[src/design/go_to_goal_controller_top_macros.svh]
// Assertion macros shared by the modules of the go-to-goal controller.
`ifndef GO_TO_GOAL_CONTROLLER_TOP_MACROS_SVH
`define GO_TO_GOAL_CONTROLLER_TOP_MACROS_SVH
`ifndef NO_ASSERTIONS
`define GTG_ASSERT(label, clk, rst_n, cond) \
    label: assert property (@(posedge clk) disable iff (!rst_n) (cond)) \
        else $error("assertion failed");
`define GTG_ASSERT_IMPL(label, clk, rst_n, ante, cons) \
    label: assert property (@(posedge clk) disable iff (!rst_n) (ante) |-> (cons)) \
        else $error("assertion failed");
`define GTG_ASSERT_NEXT(label, clk, rst_n, ante, cons) \
    label: assert property (@(posedge clk) disable iff (!rst_n) (ante) |=> (cons)) \
        else $error("assertion failed");
`else
`define GTG_ASSERT(label, clk, rst_n, cond)
`define GTG_ASSERT_IMPL(label, clk, rst_n, ante, cons)
`define GTG_ASSERT_NEXT(label, clk, rst_n, ante, cons)
`endif
`endif

[src/design/gtg_pkg.sv]
`timescale 1ns / 1ps
package gtg_pkg;

    localparam int CORDIC_STAGES  = 16;
    localparam int FRAC_BITS      = 16;
    localparam int ANG_SCALE_BITS = 30;
    localparam int PRESCALE_BITS  = 24;

    // Operand widths through the CORDIC.
    localparam int IN_W   = 34;
    localparam int CW     = 61;
    localparam int MAG_W  = CW - 1;
    localparam int ZW     = 33;
    localparam int ANG_SH = ANG_SCALE_BITS - FRAC_BITS;
    localparam int ANG_W  = ZW - ANG_SH;
    localparam int ERR_W  = ANG_W + 1;

    // Distance scaling.
    localparam int KW     = 30;
    localparam int HI_W   = MAG_W - 32 + KW;
    localparam int SUM_W  = HI_W + 1;
    localparam int DIST_W = SUM_W - 22;
    localparam logic [KW-1:0] INV_CORDIC_GAIN = 30'd652032874;
    localparam logic signed [ZW-1:0] HALF_PI_ANG = 33'sd1686629713;

    localparam int QUEUE_DEPTH = 4;
    localparam int QCNT_W      = $clog2(QUEUE_DEPTH + 1);
    localparam int QIDX_W      = $clog2(QUEUE_DEPTH);

    // Register indexes.
    localparam logic [2:0] REG_LINEAR_GAIN  = 3'd0;
    localparam logic [2:0] REG_ANGULAR_GAIN = 3'd1;
    localparam logic [2:0] REG_TOLERANCE    = 3'd2;
    localparam logic [2:0] REG_GOAL_X       = 3'd3;
    localparam logic [2:0] REG_GOAL_Y       = 3'd4;
    localparam logic [2:0] REG_GOAL_VALID   = 3'd5;

    // Status codes.
    localparam logic [1:0] STATUS_NO_GOAL = 2'd0;
    localparam logic [1:0] STATUS_ARRIVED = 2'd1;
    localparam logic [1:0] STATUS_DRIVING = 2'd2;

    typedef struct packed {
        logic signed [15:0] linear_gain;
        logic signed [15:0] angular_gain;
        logic [30:0]        tolerance;
        logic signed [31:0] goal_x;
        logic signed [31:0] goal_y;
        logic               goal_valid;
    } cfg_t;

    typedef struct packed {
        logic signed [IN_W-1:0] dx;
        logic signed [IN_W-1:0] dy;
        logic signed [IN_W-1:0] num;
        logic signed [IN_W-1:0] den;
    } job_t;

    // Arctangent of 2^-i in radians scaled by 2^30, rounded to nearest.
    function automatic logic signed [ZW-1:0] atan_step(input int i);
        logic signed [ZW-1:0] r;
        r = '0;
        case (i)
            0:       r = 33'sd843314857;
            1:       r = 33'sd497837829;
            2:       r = 33'sd263043837;
            3:       r = 33'sd133525159;
            4:       r = 33'sd67021687;
            5:       r = 33'sd33543516;
            6:       r = 33'sd16775851;
            7:       r = 33'sd8388437;
            8:       r = 33'sd4194283;
            9:       r = 33'sd2097149;
            10:      r = 33'sd1048576;
            default:
            begin
                if (i < 31)
                    r = 33'sd1 <<< (30 - i);
            end
        endcase
        return r;
    endfunction

endpackage

[src/design/gtg_front.sv]
`timescale 1ns / 1ps
module gtg_front
    import gtg_pkg::*;
(
    input  logic         clk,
    input  logic         rst_n,
    input  logic         s_axis_tvalid,
    output logic         s_axis_tready,
    input  logic [127:0] s_axis_tdata,
    input  cfg_t         cfg,
    input  logic         q_full,
    output logic         q_push,
    output job_t         q_data
);

    logic               valid_reg;
    logic               valid_next;
    logic signed [32:0] dx_reg;
    logic signed [32:0] dy_reg;
    logic signed [31:0] pxy_reg;
    logic signed [31:0] pwz_reg;
    logic signed [31:0] pww_reg;
    logic signed [31:0] pxx_reg;
    logic signed [31:0] pyy_reg;
    logic signed [31:0] pzz_reg;
    logic signed [31:0] px;
    logic signed [31:0] py;
    logic signed [15:0] qx;
    logic signed [15:0] qy;
    logic signed [15:0] qz;
    logic signed [15:0] qw;
    logic               load;

    assign px = s_axis_tdata[31:0];
    assign py = s_axis_tdata[63:32];
    assign qx = s_axis_tdata[79:64];
    assign qy = s_axis_tdata[95:80];
    assign qz = s_axis_tdata[111:96];
    assign qw = s_axis_tdata[127:112];

    assign q_push        = valid_reg && !q_full;
    assign s_axis_tready = !valid_reg || !q_full;
    assign load          = s_axis_tvalid && s_axis_tready;

    always_comb
    begin
        valid_next = valid_reg;
        if (load)
            valid_next = 1'b1;
        else if (q_push)
            valid_next = 1'b0;
    end

    always_ff @(posedge clk or negedge rst_n)
    begin
        if (!rst_n)
            valid_reg <= 1'b0;
        else
            valid_reg <= valid_next;
    end

    always_ff @(posedge clk)
    begin
        if (load)
        begin
            dx_reg  <= {cfg.goal_x[31], cfg.goal_x} - {px[31], px};
            dy_reg  <= {cfg.goal_y[31], cfg.goal_y} - {py[31], py};
            pxy_reg <= qx * qy;
            pwz_reg <= qw * qz;
            pww_reg <= qw * qw;
            pxx_reg <= qx * qx;
            pyy_reg <= qy * qy;
            pzz_reg <= qz * qz;
        end
    end

    // Yaw vector: 2(xy + wz) and w^2 + x^2 - y^2 - z^2.
    always_comb
    begin
        q_data.dx  = IN_W'(dx_reg);
        q_data.dy  = IN_W'(dy_reg);
        q_data.num = (IN_W'(pxy_reg) + IN_W'(pwz_reg)) <<< 1;
        q_data.den = IN_W'(pww_reg) + IN_W'(pxx_reg) - IN_W'(pyy_reg) - IN_W'(pzz_reg);
    end

endmodule

[config.mk]
export PLATFORM = sky130hd
export DESIGN_NAME = gtg_front
export DESIGN_NICKNAME = d
export VERILOG_FILES = /design/src/design/go_to_goal_controller_top_macros.svh /design/src/design/gtg_pkg.sv /design/src/design/gtg_front.sv
export SDC_FILE = /design/constraint.sdc
export NUM_CORES = 2
export LEC_CHECK = 0
export ABC_AREA = 1
export BUFFER_PORTS_ARGS = -buffer_cell sky130_fd_sc_hd__buf_2
export CAP_MARGIN = 15
export CORE_MARGIN = 3
export CORE_UTILIZATION = 65
export CTS_CLUSTER_SIZE = 8
export DETAILED_ROUTE_END_ITERATION = 16
export GPL_TIMING_DRIVEN = 0
export PLACE_DENSITY = 0.84
export SYNTH_ARGS = -nofsm -noshare
export SYNTH_HDL_FRONTEND = slang
export SYNTH_SLANG_ARGS = --single-unit
[constraint.sdc]
create_clock -name clk -period 42.4 [get_ports clk]
set_clock_uncertainty 0.1 [all_clocks]
set_input_delay 8.48 -clock clk [delete_from_list [all_inputs] [get_ports clk]]
set_output_delay 8.48 -clock clk [all_outputs]
set_load 0.02 [all_outputs]
==> flow_summary.json <==
{
  "status": "complete, no violations",
  "path_cells": "buf_2 -> nor2_1 -> buf_2",
  "critPathCaptureType": "output port",
  "syn_area_sq_mm": 0.0796,
  "cts_buffers": 39,
  "hold_class": "reg -> reg",
  "place_congestion": 1.02,
  "track_usage_pct": 38.5,
  "synth_ff_type": "edfxtp_1",
  "yosys_warnings": 0,
  "cts.sinks": 255,
  "worstMarginPinSlew_ns": 1.30,
  "crit_family": "buffers and inverters",
  "cts_tree": "yes",
  "die_y_um": 356,
  "synth_enable_flop_cells": 254,
  "hold_viol": 0,
  "antenna_found_initial": 17,
  "path_buf_inv": 2,
  "grt_max_degree": 33,
  "synth_seq_cells": 255,
  "synth_top_area_share_pct": 38.3,
  "synth_top_cell_by_area": "fa_1",
  "min_path_cells": 2,
  "max-cap-violations": 0,
  "dieArea_sq_mm": 0.127,
  "yosysSeqAreaShare_pct": 9.62,
  "crit_type": "in -> out",
  "ctsHoldBuffers": 0,
  "rsz0062_at_grt": "false",
  "ant_nets": 0,
  "crit_fanout": 3,
  "finalWirelength_um": 237000,
  "drive_gt1_share_pct": 4.73,
  "crit_top_cell": "buf_2",
  "slowest_stage": "buf_2",
  "vias_per_cell": 5.43,
  "synth_area_leaders": "fa_1 38%, inv_1 15%, nand2_1 13%",
  "first_pass_iters": 8,
  "synth_common_cells": "3177 x inv_1, 2804 x nand2_1, 1524 x fa_1",
  "grt_pass1_vias": 71100,
  "dieWidth_um": 356,
  "worst_setup_path_start_kind": "primary input",
  "fillCellCount": 9760,
  "nNetsFinal": 13200,
  "cts_setup_buffers": 0,
  "fmax_mhz": 57.3,
  "synth.most_common_cell": "inv_1",
  "core_area_sq_mm": 0.121,
  "synth_cell_type_count": 37,
  "setup-tns-final_ns": 0,
  "critPathArrivalTime_ns": 8.87,
  "clockBufferDepth": 3,
  "insertion_delay_ns": 0.58,
  "num_rows": 127,
  "critical_path_depth": 3,
  "syn_inst": 10400,
  "fin_crit_sh_pct": 41.2,
  "syn_area_per_cell_sq_um": 7.64,
  "final_util_pct": 70.0,
  "grt-ovfl-total": 0,
  "io_buffers": 317,
  "relSlewSlack_pct": 13.0,
  "vias": 67400,
  "drcViolationCount": 0,
  "syn_to_final_growth_pct": 6.28,
  "dp_hpwl_um": 203000,
  "htree_levels": 2,
  "async_flop_share_pct": 0.392,
  "io_pins": 398,
  "finalSetupViolCount": 0,
  "hold_slack_ns": 0.467,
  "finalWorstSetupSlack_ns": 24.95,
  "wl_per_cell_um": 19.1,
  "cpPeakStageDelay_ns": 0.17,
  "drv_slew": 0,
  "cts_resized": 0,
  "cts_root_buffer": "clkbuf_16",
  "start_util_pct": 65.9,
  "clk_pin_slew_ns": 0.05,
  "worstRegToRegCells": 8,
  "grt_pass1_wl_um": 377000,
  "drt_iter0_drc": 6244,
  "required_ns": 33.82,
  "period_needed_ns": 17.45,
  "dp_slack_ns": 24.94
}
==> placed cells by master, fill, tap and decap left out, types with 9 or more instances in the layout <==
cell type and n:
inv_1 3177, nand2_1 2804, fa_1 1524, ha_1 659, nor2_1 431, nand3_1 343, buf_2 317, edfxtp_1 254
a21oi_1 247, clkbuf_1 229, xor2_1 203, nand4_1 98, o21bai_1 78, nor3_1 70, o21ai_0 70, nand2_2 42
clkbuf_16 39, nor2_2 37, xnor2_1 27, nand3b_1 14, nor3_2 14, a21o_1 13, or2_2 11, nor4_1 11
diode_2 9, nand3_2 9
==> routing by layer <==
layer / track usage [%] / vias up / wire length, um
li1: - / 30800 / -
met1: 48.2 / 32200 / 87700
met2: 61.5 / 3571 / 107000
met3: 10.7 / 915 / 27200
met4: 19.8 / 2 / 15400
met5: 0 / - / 11
==> cell type report <==
class	count	area [sq um]	area share, %
Multi-Input combinational cell	6738	59100	69.9
Inverter	3186	12000	14.1
Sequential cell	255	7650	9.05
Tap cell	1612	2020	2.39
Timing Repair Buffer	330	1840	2.18
Clock buffer	49	1020	1.21
Buffer	229	871	1.03
Clock inverter	6	78.8	0.0932
Antenna cell	9	22.5	0.0266
==> worst reg2reg max path: stages (launching register included) <==
cell and delay [ns]:
dfrtp_1 0.41, a21oi_4 0.58, buf_12 0.29, buf_16 0.19, buf_12 0.21, buf_16 0.20, buf_12 0.24, buf_12 0.24
buf_12 0.24
==> stage by stage <==
step | area, sq um | std cells
2_1_floorplan | 79600 | 10400
3_3_place_gp | 83200 | 12300
3_5_place_dp | 83400 | 12300
4_1_cts | 84500 | 12400
5_1_grt | 84500 | 12400
6_report | 84600 | 12400
==> logic make-up after synthesis <==
kind of cell             count (synthesis)  synth area share, %
AND/OR/NAND/NOR                       3896                 20.0
buffers and inverters                 3415                 16.1
adder cells (fa/ha/maj)               2183                 48.7
AO/OA/AOI/OAI                          427                 3.03
flip-flops                             255                 9.62
XOR/XNOR                               230                 2.53
other                                    1              0.00471
==> worst paths after layout <==
check                                            from                    end  slack [ns]
worst max-delay path                           q_full                 q_push       24.95
worst min-delay path            valid_reg$_DFFE_PN0P_  valid_reg$_DFFE_PN0P_        0.47
worst max register to register  valid_reg$_DFFE_PN0P_  pww_reg[27]$_DFFE_PP_       39.37
worst min register to register  valid_reg$_DFFE_PN0P_  valid_reg$_DFFE_PN0P_        0.47
max in group asynchronous                       rst_n  valid_reg$_DFFE_PN0P_       34.55
min in group asynchronous                       rst_n  valid_reg$_DFFE_PN0P_        7.56
Power is not shown: default switching activity piles up to over one toggle a cycle in this logic, so the estimate is an artifact.
