**src/design/go_to_goal_controller_top_macros.svh**
```systemverilog
// Assertion macros shared by the modules of the go-to-goal controller.
`ifndef GO_TO_GOAL_CONTROLLER_TOP_MACROS_SVH
`define GO_TO_GOAL_CONTROLLER_TOP_MACROS_SVH
`ifndef NO_ASSERTIONS
`define GTG_ASSERT(label, clk, rst_n, cond) \
    label: assert property (@(posedge clk) disable iff (!rst_n) (cond)) \
        else $error("assertion failed");
`define GTG_ASSERT_IMPL(label, clk, rst_n, ante, cons) \
    label: assert property (@(posedge clk) disable iff (!rst_n) (ante) |-> (cons)) \
        else $error("assertion failed");
`define GTG_ASSERT_NEXT(label, clk, rst_n, ante, cons) \
    label: assert property (@(posedge clk) disable iff (!rst_n) (ante) |=> (cons)) \
        else $error("assertion failed");
`else
`define GTG_ASSERT(label, clk, rst_n, cond)
`define GTG_ASSERT_IMPL(label, clk, rst_n, ante, cons)
`define GTG_ASSERT_NEXT(label, clk, rst_n, ante, cons)
`endif
`endif

```
**src/design/gtg_pkg.sv**
```systemverilog
`timescale 1ns / 1ps
package gtg_pkg;

    localparam int CORDIC_STAGES  = 16;
    localparam int FRAC_BITS      = 16;
    localparam int ANG_SCALE_BITS = 30;
    localparam int PRESCALE_BITS  = 24;

    // Operand widths through the CORDIC.
    localparam int IN_W   = 34;
    localparam int CW     = 61;
    localparam int MAG_W  = CW - 1;
    localparam int ZW     = 33;
    localparam int ANG_SH = ANG_SCALE_BITS - FRAC_BITS;
    localparam int ANG_W  = ZW - ANG_SH;
    localparam int ERR_W  = ANG_W + 1;

    // Distance scaling.
    localparam int KW     = 30;
    localparam int HI_W   = MAG_W - 32 + KW;
    localparam int SUM_W  = HI_W + 1;
    localparam int DIST_W = SUM_W - 22;
    localparam logic [KW-1:0] INV_CORDIC_GAIN = 30'd652032874;
    localparam logic signed [ZW-1:0] HALF_PI_ANG = 33'sd1686629713;

    localparam int QUEUE_DEPTH = 4;
    localparam int QCNT_W      = $clog2(QUEUE_DEPTH + 1);
    localparam int QIDX_W      = $clog2(QUEUE_DEPTH);

    // Register indexes.
    localparam logic [2:0] REG_LINEAR_GAIN  = 3'd0;
    localparam logic [2:0] REG_ANGULAR_GAIN = 3'd1;
    localparam logic [2:0] REG_TOLERANCE    = 3'd2;
    localparam logic [2:0] REG_GOAL_X       = 3'd3;
    localparam logic [2:0] REG_GOAL_Y       = 3'd4;
    localparam logic [2:0] REG_GOAL_VALID   = 3'd5;

    // Status codes.
    localparam logic [1:0] STATUS_NO_GOAL = 2'd0;
    localparam logic [1:0] STATUS_ARRIVED = 2'd1;
    localparam logic [1:0] STATUS_DRIVING = 2'd2;

    typedef struct packed {
        logic signed [15:0] linear_gain;
        logic signed [15:0] angular_gain;
        logic [30:0]        tolerance;
        logic signed [31:0] goal_x;
        logic signed [31:0] goal_y;
        logic               goal_valid;
    } cfg_t;

    typedef struct packed {
        logic signed [IN_W-1:0] dx;
        logic signed [IN_W-1:0] dy;
        logic signed [IN_W-1:0] num;
        logic signed [IN_W-1:0] den;
    } job_t;

    // Arctangent of 2^-i in radians scaled by 2^30, rounded to nearest.
    function automatic logic signed [ZW-1:0] atan_step(input int i);
        logic signed [ZW-1:0] r;
        r = '0;
        case (i)
            0:       r = 33'sd843314857;
            1:       r = 33'sd497837829;
            2:       r = 33'sd263043837;
            3:       r = 33'sd133525159;
            4:       r = 33'sd67021687;
            5:       r = 33'sd33543516;
            6:       r = 33'sd16775851;
            7:       r = 33'sd8388437;
            8:       r = 33'sd4194283;
            9:       r = 33'sd2097149;
            10:      r = 33'sd1048576;
            default:
            begin
                if (i < 31)
                    r = 33'sd1 <<< (30 - i);
            end
        endcase
        return r;
    endfunction

endpackage

```
**src/design/gtg_queue.sv**
```systemverilog
`timescale 1ns / 1ps
`include "go_to_goal_controller_top_macros.svh"
module gtg_queue
    import gtg_pkg::*;
(
    input  logic clk,
    input  logic rst_n,
    input  logic push,
    input  job_t push_data,
    input  logic pop,
    output job_t pop_data,
    output logic full,
    output logic empty
);

    job_t              mem [QUEUE_DEPTH];
    logic [QIDX_W-1:0] wr_reg;
    logic [QIDX_W-1:0] rd_reg;
    logic [QCNT_W-1:0] cnt_reg;
    logic [QIDX_W-1:0] wr_next;
    logic [QIDX_W-1:0] rd_next;
    logic [QCNT_W-1:0] cnt_next;

    assign full     = cnt_reg == QCNT_W'(QUEUE_DEPTH);
    assign empty    = cnt_reg == '0;
    assign pop_data = mem[rd_reg];

    always_comb
    begin
        wr_next  = push ? QIDX_W'((int'(wr_reg) + 1) % QUEUE_DEPTH) : wr_reg;
        rd_next  = pop ? QIDX_W'((int'(rd_reg) + 1) % QUEUE_DEPTH) : rd_reg;
        cnt_next = cnt_reg;
        if (push && !pop)
            cnt_next = cnt_reg + 1'b1;
        else if (pop && !push)
            cnt_next = cnt_reg - 1'b1;
    end

    always_ff @(posedge clk or negedge rst_n)
    begin
        if (!rst_n)
        begin
            wr_reg  <= '0;
            rd_reg  <= '0;
            cnt_reg <= '0;
        end
        else
        begin
            wr_reg  <= wr_next;
            rd_reg  <= rd_next;
            cnt_reg <= cnt_next;
        end
    end

    always_ff @(posedge clk)
    begin
        if (push)
            mem[wr_reg] <= push_data;
    end

    `GTG_ASSERT(a_cnt_bound, clk, rst_n, cnt_reg <= QCNT_W'(QUEUE_DEPTH))
    `GTG_ASSERT_IMPL(a_no_pop_empty, clk, rst_n, pop, !empty)
    `GTG_ASSERT_IMPL(a_no_push_full, clk, rst_n, push, !full)
    `GTG_ASSERT_NEXT(a_push_only_grows, clk, rst_n, push && !pop, !empty)

endmodule

```
**config.mk**
```make
export PLATFORM = sky130hd
export DESIGN_NAME = gtg_queue
export DESIGN_NICKNAME = d
export VERILOG_FILES = /design/src/design/gtg_pkg.sv /design/src/design/gtg_queue.sv
export VERILOG_INCLUDE_DIRS = /design/src /design/src/design
export SDC_FILE = /design/constraint.sdc
export NUM_CORES = 1
export LEC_CHECK = 0
export ABC_AREA = 1
export BUFFER_PORTS_ARGS = -buffer_cell sky130_fd_sc_hd__buf_4
export CORE_ASPECT_RATIO = 0.9
export CORE_MARGIN = 2
export CORE_UTILIZATION = 40
export DETAILED_ROUTE_END_ITERATION = 6
export PLACE_DENSITY_LB_ADDON = 0.25
export SLEW_MARGIN = 40
export SYNTH_ARGS = -nofsm -noshare
export SYNTH_HDL_FRONTEND = slang
export SYNTH_SLANG_ARGS = --single-unit
export TNS_END_PERCENT = 5
```
**constraint.sdc**
```tcl
create_clock -name clk -period 4.9 [get_ports clk]
set_input_delay 0.49 -clock clk [delete_from_list [all_inputs] [get_ports clk]]
set_output_delay 0.49 -clock clk [all_outputs]
set_load 0.005 [all_outputs]
```
==> summary.md <==
| Metric | Value |
|---|---|
| Max reg flops | roughly 540 |
| R2r endpoint | mem[0][69] |
| CP required | about 4.4 ns |
| M1 WL | roughly 20 mm |
| Largest net degree at the start of global routing | ~120 |
| Die ar. | 57,410 um^2 |
| Slowest stage delay, CP | roughly 0.54 ns |
| Final setup viols | 0 |
| Post-Syn Area | between 20,000 and 25,000 um^2 |
| Area growth syn-to-layout | 18.43% |
| Multi-input gate area | 3771 um^2 |
| Final worst-path cycle share | 0.6367 |
| Hold Crit Class | input port to flop |
| Final Worst Setup Slack | roughly 1.8 ns |
| Site Rows | 81 |
| Root Driver | clkbuf_16 |
| Run status | complete, no violations |
| Layout cells sized above 1 | 0.1926 |
| Vias in the first global route | 12,460 |
| DRC Markers | 0 |
| Class of the most critical setup path | flop to output port |
| Setup slack, reg-to-reg | between 2 and 3 ns |
| Crit Path Max Fanout | 78 |
| Yosys top cell area share | 0.7357 |
| WP buf/inv | 3 |
| Drt first-iter violations | between 700 and 800 |
| Routed vias/inst | between 4 and 5 |
| Total Routing Usage GR | 0.1593 |
| Synth unique cells | 19 |
| Worst-Skew Late Latency | approximately 0.6 ns |
| Fill cells | 4,703 |
| GRT overflow | 0 |
| CTS sink cnt | approximately 550 |
| Largest cells by area after synthesis | edfxtp_1, o211ai_1, nand2_1 |
| Met3 wire len | between 3 and 4 mm |
| Clk pin slew, worst setup/hold paths | ~0.060 ns |
| CTS tree | yes |
| Syn avg cell area | ~14 um^2 |
| VDD IR-drop max | between 0.5 and 0.6 mV |
| RSZ-0062 raised after global routing | no |
| Hold path depth | 1 |
| Slowest CP cell | inv_4 |
| Hold slack | roughly 0.084 ns |
| Dpl cells | roughly 2,500 |
| Sequential area share after synthesis | 0.7436 |
| Hpwl dp | roughly 26 mm |
| Slew headroom | 0.4752 |
| Boundary Pins | 278 |
| Ys Warns | 0 |
| Max-cap check violation count | 0 |
| Die X | 252.4 um |
| Max Slew Vio Count | 0 |
| CP startpoint kind | flop |
| WL/cell | roughly 17 um |
| FF+latch area | 16,520 um^2 |
| Most common cell after layout, fill and taps aside | edfxtp_1 |
| Net count, final | 2,042 |
| Final wirelength | around 46 mm |
| Post-Layout Cell Count | 2,642 |
| Initial antenna violation count | 4 |
| Core area | about 55,000 um^2 |
| Fmax | approximately 320 MHz |
| Setup TNS | 0 ns |
| Register bit total from synthesis | 551 |
| IO buf count | approximately 280 |
| Clock period minus worst slack | 3.120 ns |
| HP Start | push_data[109] |
| Crit Reg-Reg Startpoint | wr_reg[0] |
| Yosys top cell by area | edfxtp_1 |
| Met2 wire length | approximately 22 mm |
| Top Metal Used | met5 |
| Number of diodes | 0 |
| Power Density | around 600 nW/um^2 |
| Min-Delay Endpoint | mem[2][109] |
| Endpoints failing hold | 0 |
| Post_cts resized | 0 |
| TritonRoute pass-1 iters | 4 |
| Vias | ~13,000 |
| Bufs on Longest Clock Path | 3 |
| Fin Clk Skew | about 0.014 ns |
| RePlAce Congestion | a little over 0.7 |
| CP delay by family, top | buffers and inverters |
| Die height | 227.5 um |
| Global-route wire length before repair | between 70 and 80 mm |
| # H-tree levels | 2 |
| Initial core utilization | 0.4065 |
| Final ANT Viol Nets | 0 |
| Mapped Nets | approximately 1,800 |
| Most frequent cells in the layout | edfxtp_1, nand2_1, buf_4 |
| Place WS | between 2 and 2.5 ns |
| Worst-path cell chain | inv_4 -> buf_12 -> o211ai_1 -> nand2_1 -> buf_4 |
| Arrival @ worst endpoint | approximately 2.6 ns |
| CP endpoint kind | output port |
| Num CTS Buffers | 57 |
| Cells on worst reg2reg path | 5 |
| Leakage | around 10 nW |
| Post-Synthesis Cells | ~1,600 |
| Worst Tran Pin Value | around 0.79 ns |
-- how the worst max path moves through the flow --
stage / from / to / slack, ns / cells past startpoint
3_5_place_dp: rd_reg[1] / pop_data[54] / 2.33 / 5
4_1_cts: rd_reg[1] / pop_data[54] / 1.67 / 5
6_report: rd_reg[1] / pop_data[6] / 1.78 / 5
3_3_place_gp: rd_reg[1] / pop_data[56] / 2.33 / 5
5_1_grt: rd_reg[1] / pop_data[45] / 1.58 / 5
2_1_floorplan: push / mem[0][0] / 0.99 / 3
-- power breakdown --
group | switching [mW] | leakage (nW) | internal, mW | total [mW]
sequential | 0.238 | 5.08 | 6.17 | 6.40
combinational | 3.19 | 4.48 | 2.15 | 5.34
clock | 1.72 | 0.828 | 2.23 | 3.95
total | 5.15 | 10.4 | 10.5 | 15.7
-- synth_stat cells --
| library cell | instances |
|---|---|
| o211ai_1 | 271 |
| xor2_1 | 3 |
| buf_6 | 51 |
| ha_1 | 5 |
| xnor2_1 | 1 |
| buf_4 | 10 |
| clkbuf_1 | 1 |
| nand3_1 | 1 |
| nand2_1 | 421 |
| clkbuf_8 | 6 |
| fa_1 | 1 |
| o21ai_1 | 1 |
| buf_2 | 24 |
| dfrtp_1 | 7 |
| nand4_1 | 1 |
| inv_1 | 284 |
| nor3_1 | 2 |
| o211ai_2 | 1 |
| edfxtp_1 | 544 |
-- kinds of logic after synthesis --
kind of cell / share of synthesized area
XOR/XNOR: 0.001578
adder cells (fa/ha/maj): 0.003719
AND/OR/NAND/NOR: 0.07213
buffers and inverters: 0.08655
flip-flops: 0.7436
AO/OA/AOI/OAI: 0.09241
-- cell type report --
cell class / instances / area share
inverter: 284 / 0.04178
clock inverter: 27 / 0.005853
timing repair buffer: 294 / 0.08908
tap: 705 / 0.03355
clock buffer: 73 / 0.05815
multi-input combinational: 708 / 0.1434
sequential: 551 / 0.6282
-- per-stage QoR --
| stage | util | total power, mW | instance area (um^2) |
|---|---|---|---|
| after floorplan | - | 9.874 | 22200 |
| after global placement | 0.4497 | 11.89 | 24560 |
| after detailed placement | 0.4500 | 11.96 | 24580 |
| after CTS | 0.4810 | 15.95 | 26280 |
| after global routing | 0.4814 | 16.70 | 26300 |
| final | 0.4814 | 15.70 | 26300 |
-- layer usage --
layer / up-vias / global-route usage
li1: 6223 / -
met1: 6048 / 0.2130
met2: 251 / 0.2566
met3: 79 / 0.04574
met4: 8 / 0.04199
met5: - / 0
-- repair_timing --
item | 4_1_cts | 5_1_grt
setup buffers | 0 | 0
hold buffers | 1 | 0
hold endpoints to repair | 7 | 0
Note: power is estimated with default switching activity, not from simulation.
